**src/hdl/dlpl_pkg.sv**
```systemverilog
// Shared types and constants for the longest-path level unit.
// Holds the controller/datapath command and status structs; no dependencies.
`timescale 1ns / 1ps
`default_nettype none
package dlpl_pkg;

  localparam int unsigned MaxNodesDef = 64;
  localparam int unsigned LabelW      = 7;

  typedef struct packed {
    logic capture;      // latch the input beat
    logic walk_rd;      // read address from the scan index, else the edge source
    logic mem_rd;       // issue a row read
    logic mem_wr;       // merge the edge bit into its row
    logic walk_init;    // seed the first level set
    logic row_acc;      // fold the row just read into the next level set
    logic level_step;   // advance to the next level set
    logic load_result;  // move the result into the output register
    logic result_cyc;   // cycle flag that goes with load_result
  } cmd_t;

  typedef struct packed {
    logic is_last;
    logic edge_ok;
    logic n_zero;
    logic row_last;
    logic next_empty;
    logic level_eq_n;
    logic out_free;
  } status_t;

endpackage
`default_nettype wire

```
**src/hdl/dlpl_ctrl.sv**
```systemverilog
// Controller state machine for the longest-path level unit.
// Depends on dlpl_pkg for the command and status structs.
`timescale 1ns / 1ps
`default_nettype none
module dlpl_ctrl (
  input  logic              clk_i,
  input  logic              rst_ni,
  input  logic              in_valid_i,
  output logic              in_ready_o,
  input  dlpl_pkg::status_t sts_i,
  output dlpl_pkg::cmd_t    cmd_o
);
  import dlpl_pkg::*;

  localparam logic [2:0] S_IDLE = 3'd0;
  localparam logic [2:0] S_LDRD = 3'd1;
  localparam logic [2:0] S_LDWR = 3'd2;
  localparam logic [2:0] S_WRD  = 3'd3;
  localparam logic [2:0] S_WAC  = 3'd4;
  localparam logic [2:0] S_WEV  = 3'd5;
  localparam logic [2:0] S_RES  = 3'd6;

  logic [2:0] state_q, state_d;
  logic       cyc_q, cyc_d;

  assign in_ready_o = (state_q == S_IDLE);

  always_comb begin
    state_d = state_q;
    cyc_d   = cyc_q;
    cmd_o   = '0;
    unique case (state_q)
      S_IDLE: begin
        if (in_valid_i) begin
          cmd_o.capture = 1'b1;
          state_d = S_LDRD;
        end
      end
      S_LDRD: begin
        cmd_o.mem_rd = 1'b1;
        state_d = S_LDWR;
      end
      S_LDWR: begin
        cmd_o.mem_wr = sts_i.edge_ok;
        if (sts_i.is_last) begin
          cmd_o.walk_init = 1'b1;
          cyc_d = 1'b0;
          state_d = sts_i.n_zero ? S_RES : S_WRD;
        end else begin
          state_d = S_IDLE;
        end
      end
      S_WRD: begin
        cmd_o.walk_rd = 1'b1;
        cmd_o.mem_rd  = 1'b1;
        state_d = S_WAC;
      end
      S_WAC: begin
        cmd_o.row_acc = 1'b1;
        state_d = sts_i.row_last ? S_WEV : S_WRD;
      end
      S_WEV: begin
        if (sts_i.next_empty) begin
          cyc_d = 1'b0;
          state_d = S_RES;
        end else if (sts_i.level_eq_n) begin
          cyc_d = 1'b1;
          state_d = S_RES;
        end else begin
          cmd_o.level_step = 1'b1;
          state_d = S_WRD;
        end
      end
      S_RES: begin
        if (sts_i.out_free) begin
          cmd_o.load_result = 1'b1;
          cmd_o.result_cyc  = cyc_q;
          state_d = S_IDLE;
        end
      end
      default: state_d = S_IDLE;
    endcase
  end

  always_ff @(posedge clk_i or negedge rst_ni) begin
    if (!rst_ni) begin
      state_q <= S_IDLE;
      cyc_q   <= 1'b0;
    end else begin
      state_q <= state_d;
      cyc_q   <= cyc_d;
    end
  end

`ifndef ASSERT_OFF
  a_wev_exit: assert property (@(posedge clk_i) disable iff (!rst_ni)
    state_q == S_WEV |=> state_q == S_WRD || state_q == S_RES)
    else $error("level evaluation left to an unexpected state");
  a_step_needs_nonempty: assert property (@(posedge clk_i) disable iff (!rst_ni)
    cmd_o.level_step |-> !sts_i.next_empty && !sts_i.level_eq_n)
    else $error("level advanced past a terminal condition");
  a_capture_idle: assert property (@(posedge clk_i) disable iff (!rst_ni)
    cmd_o.capture |-> state_q == S_IDLE && !cmd_o.load_result)
    else $error("beat captured outside idle");
`endif

endmodule
`default_nettype wire

```
**config.mk**
```make
export PLATFORM = sky130hd
export DESIGN_NAME = dlpl_ctrl
export DESIGN_NICKNAME = d
export VERILOG_FILES = /design/src/hdl/dlpl_pkg.sv /design/src/hdl/dlpl_ctrl.sv
export SDC_FILE = /design/constraint.sdc
export NUM_CORES = 1
export LEC_CHECK = 0
export ABC_AREA = 1
export BUFFER_PORTS_ARGS = -buffer_cell sky130_fd_sc_hd__buf_2
export CAP_MARGIN = 25
export CORE_AREA = 2 2 39 41
export DETAILED_ROUTE_END_ITERATION = 8
export DIE_AREA = 0 0 41 43
export PLACE_DENSITY = 0.63
export SLEW_MARGIN = 20
export SYNTH_ARGS = -nofsm -noshare
export SYNTH_HDL_FRONTEND = slang
export SYNTH_SLANG_ARGS = --single-unit
```
**constraint.sdc**
```tcl
create_clock -name clk_i -period 3 [get_ports clk_i]
set_input_delay 0.45 -clock clk_i [delete_from_list [all_inputs] [get_ports clk_i]]
set_output_delay 0.45 -clock clk_i [all_outputs]
set_load 0.005 [all_outputs]
```
==> out/summary.txt, run 1 <==
RSZ-0062 raised after global routing: no
DRC viols: 0
layout cell share with drive strength beyond 1: 30.00%
total track usage: 10.89%
fin nets: 92
maximum capacitance violations: 0
grt met2 use: 15.31%
final worst path period share: 55.64%
chip width: 41 um
Slew Viols, Final: 0
Die Y: 43 um
CTS tree: built
routed wire length: 840 um
WP data required: 2550 ps
core footprint: 1384 um2
setup bufs post-CTS: 0
H-tree Lvls: 1
Max FO, Critical Path: 5
Reg clk slew, reported paths: 40 ps
Synth warnings: 0
M1 GR Usage: 12.38%
Synth Net Count: 69
Psw: 0.0001633 W
VDD IR max: 236.5 uV
die area: 1763 um2
Cell Int Power: 0.0001957 W
R2R Setup Slk: 1840 ps
row count: 14
EDFF count, synth: 0
vias in the first global route: 334
Hold Crit Class: in -> async
flops & latches, synth: 4
synthesized cell area: 332.8 um2
CTS Sinks: 4
count leader, synth: nor2_1
Filler Cells Inserted: 159
clock share of power: 18.8%
M3 GR Usage: 2.618%
cts repair resizes: 0
initial antenna violation count: 0
Yosys top cell by area: dfrtp_1
io pins: 20
Initial DRT Pass Iterations: 4
f_max: 599.1 MHz
first-pass GRT wire length: 1248 um
Seq pwr share: 29.5%
IO buf count: 19
hold_buf cts: 0
DR vias/cell: 4.208
min Tclk post-route: 1669 ps
relative max-transition margin: 84.36%
DP HPWL: 687.6 um
Net Sw Frac: 45.49%
crit end category: output port
final antenna-violating net count: 0
Final Hold Fails: 0
leakage: 0.3141 nW
status: completed
asr flop ratio synth: 100.0%
final setup skew: 0.03675 ps
CP startpoint kind: flop
area grow syn2layout: 39.10%
Synth top cells by count: nor2_1 (19), inv_1 (15), nand3_1 (10), nand2_1 (6), dfrtp_1 (4)
total congestion overflow: 0
Num CTS Buffers: 3
top cells by area, synth: dfrtp_1 (30%), nor2_1 (21%), inv_1 (17%), nand3_1 (15%), nand2_1 (6.8%)
Placer Congestion: 0.8395
final setup vio count: 0
actual slew at the worst max-slew pin: 233.7 ps
via count: 404
Top Usage Layer GRT: met2
Comb pwr share: 51.6%
hold slack: 12.07 ps
register area share after synthesis: 30.08%
power density over cell area: 775.5 nW/um2
DR WL/cell: 8.750 um
Max clock buf depth: 2
Synth cell types: 10
n_diodes: 0
critical setup path kind: reg -> out
post-synth top area share: 30.08%
worst skew pair latency: 230 ps
Syn Inst Count: 59
CP Data Arrival Time: 1220 ps
total power draw: 0.0003590 W
largest net degree at the start of global routing: 9
setup_tns: 0 ps
initial core utilization: 24.05%
root buffer cell: clkbuf_4
DR iter-0 viols: 15
syn avg cell area: 5.641 um2
prevailing post-synth register cell: dfrtp_1
[worst paths after layout]
path / endpoint / from / cells after the start
worst min register to register: cyc_q / cyc_q / 2
worst max-delay path: cmd_o[8] / state_q[1] / 4
max in group asynchronous: state_q[2] / rst_ni / 1
worst min-delay path: state_q[0] / rst_ni / 1
worst max register to register: state_q[0] / state_q[1] / 6
min in group clk_i: cyc_q / sts_i[1] / 3
[cell families after synthesis]
logic type / count (synthesis) / synth area share (%)
flops: 4 / 30.08
compound gates: 1 / 1.502
buf+inv: 17 / 20.30
simple gates: 37 / 48.12
[power by group through the flow]
stage | registers (W) | logic (W) | clock network (W)
global route | 0.000112 | 0.000213 | 0.0000756
global placement | 0.000107 | 0.000182 | 0
detailed placement | 0.000107 | 0.000186 | 0
finish | 0.000106 | 0.000185 | 0.0000677
floorplan | 0.0000935 | 0.000137 | 0
CTS | 0.000107 | 0.000187 | 0.0000720
[final cells by class]
class / instances / area (um2) / share of cell area [%]
Sequential cell: 4 / 100.1 / 21.62
Clock buffer: 3 / 22.52 / 4.865
Tap cell: 16 / 20.02 / 4.324
Inverter: 16 / 60.06 / 12.97
Timing Repair Buffer: 19 / 95.09 / 20.54
Multi-Input combinational cell: 38 / 165.2 / 35.68
[stage by stage]
stage                     instances  util, %  cell area [um2]  worst slack, ps
after global placement           93    31.83            440.4             1563
final                            96    33.45            462.9             1331
after detailed placement         93    31.83            440.4             1557
after floorplan                  59        -            332.8             1753
after global routing             96    33.45            462.9             1214
after CTS                        96    33.45            462.9             1319
[cell usage in the layout (no fill, tap or decap), drive strengths merged]
master and instances:
clkbuf 3, nand2 6, nor3 1, nor2 19, nand3 10, inv 16, o21ai 1, buf 19
dfrtp 4, nand4 1
[per-layer routing]
| metal | up-vias | wire length [um] |
|---|---|---|
| met2 | 12 | 403 |
| li1 | 219 | - |
| met4 | 0 | 0 |
| met1 | 173 | 378 |
| met5 | - | 0 |
| met3 | 0 | 58 |
[sequential cells by signal, indices dropped and copies added, names as in the netlist]
name     flops
state_q      3
cyc_q        1
[critical path: stages, from the launching register on]
cell	delay, ps
dfrtp_1	410
nor2_1	230
nand2_1	140
nor2_1	100
buf_2	110
No activity file was read; power rests on OpenSTA's default activity.
==> inputs of run 2 (changes only) <==
==> constraint.sdc (replaced) <==
create_clock -name clk_i -period 1.6 [get_ports clk_i]
set_input_delay 0.24 -clock clk_i [delete_from_list [all_inputs] [get_ports clk_i]]
set_output_delay 0.24 -clock clk_i [all_outputs]
set_load 0.005 [all_outputs]
==> run 2 against run 1 <==
First-iteration DRC count stayed put. Count of clock-buffer cells in the layout stayed put. Combinational power is 83% higher. Hold slack better by 240 ps. Highest routed layer unchanged.
==> out/summary.txt, run 2 (synthesis gave the netlist of run 1 again) <==
status: completed
Cell Int Power: 0.0003685 W (+88%)
total track usage: 10.28% (-0.60 points)
final setup vio count: 0 (unchanged)
leakage: 0.3183 nW (+1.3%)
DR iter-0 viols: 15 (unchanged)
chip width: 41 um (unchanged)
final setup skew: 2.916 ps (+2.879 ps)
critical setup path kind: reg -> out
via count: 410 (+1.5%)
DR WL/cell: 8.031 um (-8.2%)
Hold Crit Class: in -> reg
IO buf count: 19 (unchanged)
Comb pwr share: 51.0% (-0.6 points)
largest net degree at the start of global routing: 9 (unchanged)
setup_tns: 0 ps (unchanged)
actual slew at the worst max-slew pin: 240.1 ps (+6.391 ps)
n_diodes: 0 (unchanged)
Max FO, Critical Path: 5 (unchanged)
H-tree Lvls: 1 (unchanged)
io pins: 20 (unchanged)
row count: 14 (unchanged)
Cells after DPL: 93 (unchanged)
initial core utilization: 24.05% (unchanged)
area grow syn2layout: 42.11%
Slew Viols, Final: 0 (unchanged)
first-pass GRT wire length: 1173 um (-6.0%)
CTS Sinks: 4 (unchanged)
DR vias/cell: 4.227 (+0.44%)
fin nets: 93 (+1.1%)
max reg flops: 3 (unchanged)
Register-to-Register Path Depth: 6 (unchanged)
Top Registers: state_q x3, cyc_q x1
initial antenna violation count: 0 (unchanged)
Seq pwr share: 30.0% (+0.5 points)
CP Data Arrival Time: 1180 ps (-40 ps)
cts repair resizes: 0 (unchanged)
layout cell share with drive strength beyond 1: 29.63% (-0.37 points)
crit end category: output port
die area: 1763 um2 (unchanged)
Initial DRT Pass Iterations: 4 (unchanged)
final worst path period share: 88.96%
Num CTS Buffers: 3 (unchanged)
total congestion overflow: 0 (unchanged)
Psw: 0.0002963 W (+81%)
root buffer cell: clkbuf_4
Die Y: 43 um (unchanged)
relative max-transition margin: 83.99% (-0.37 points)
DP HPWL: 641.7 um (-6.7%)
vias in the first global route: 329 (-1.5%)
Net Sw Frac: 44.57% (-0.92 points)
RSZ-0062 raised after global routing: no
CTS tree: built
Hold Path Cell Cnt: 3
VDD IR max: 583.2 uV (+150%)
total power draw: 0.0006648 W (+85%)
Final Non-Filler Cells: 97 (+1.0%)
Max clock buf depth: 2 (unchanged)
WP data required: 1360 ps (-1190 ps)
power density over cell area: 1406 nW/um2 (+81%)
Placer Congestion: 0.8014 (-4.5%)
CP startpoint kind: flop
f_max: 702.6 MHz
clock share of power: 19.0% (+0.2 points)
core footprint: 1384 um2 (unchanged)
Final Hold Fails: 0 (unchanged)
final antenna-violating net count: 0 (unchanged)
min Tclk post-route: 1423 ps
DRC viols: 0 (unchanged)
commonest non-fill, non-tap cells in the layout: nor2_1 (19), buf_2 (19), inv_1 (15)
maximum capacitance violations: 0 (unchanged)
routed wire length: 779 um (-7.3%)
Reg clk slew, reported paths: 40 ps (about the same)
largest reg by FF count: state_q
worst skew pair latency: 240 ps (about the same)
[run 2: cell count changes in the layout (fill, tap and decap cells not counted)]
cell           change
dlygate4sd3_1      +1
[run 2: area by class of cell]
cell class / instances / area, um2
Multi-Input combinational cell: 38 / 165.2
Fill cell: 166 / 910.9
Clock buffer: 3 / 22.52
Inverter: 16 / 60.06
Timing Repair Buffer: 20 / 105.1
Tap cell: 16 / 20.02
Sequential cell: 4 / 100.1
[run 2: power groups by stage]
stage / Clock, W / Combinational [W] / Sequential [W]
detailed placement: 0 / 0.000340 / 0.000200
global route: 0.000139 / 0.000395 / 0.000206
global placement: 0 / 0.000340 / 0.000201
floorplan: 0 / 0.000257 / 0.000175
finish: 0.000126 / 0.000339 / 0.000200
CTS: 0.000133 / 0.000343 / 0.000199
[run 2: per-stage QoR]
stage,setup WS (ps),instance area (um2),utilization (%),hold WS [ps]
finish,176.6,473.0,34.18,253.0
global route,56.43,473.0,34.18,266.7
CTS,167.9,473.0,34.18,247.7
detailed placement,424.8,440.4,31.83,48.74
global placement,433.9,440.4,31.83,49.05
floorplan,563.0,332.8,-,-55.59
[run 2: path summary, 6_finish.rpt]
| check | start | endpoint | slack, ps |
|---|---|---|---|
| worst max-delay path | state_q[1] | cmd_o[8] | 180 |
| worst min-delay path | sts_i[1] | cyc_q | 250 |
| worst max register to register | state_q[1] | state_q[0] | 500 |
| worst min register to register | cyc_q | cyc_q | 530 |
| max in group asynchronous | rst_ni | state_q[0] | 1140 |
| min in group asynchronous | rst_ni | state_q[2] | 340 |
[run 2: worst max-delay path, cell delays in order (launching register included)]
cell and delay, ps:
dfrtp_1 400, nor2_1 210, nand2_1 120, nor2_1 100, buf_2 110
[run 2: layer usage]
metal  vias up  track usage [%]  routed length, um  share of wire (%)
li1        218                -                  -                  -
met2        16            14.37                355                 46
met1       176            12.38                355                 46
met4         0            8.000                  0                  0
met3         0            3.141                 67                8.6
met5         -                0                  0                  0
[run 2: what timing repair did]
action / 4_1_cts / 5_1_grt
endpoints found under the hold margin: 4 / 0
hold buffers: 1 / 0
setup buffers: 0 / 0
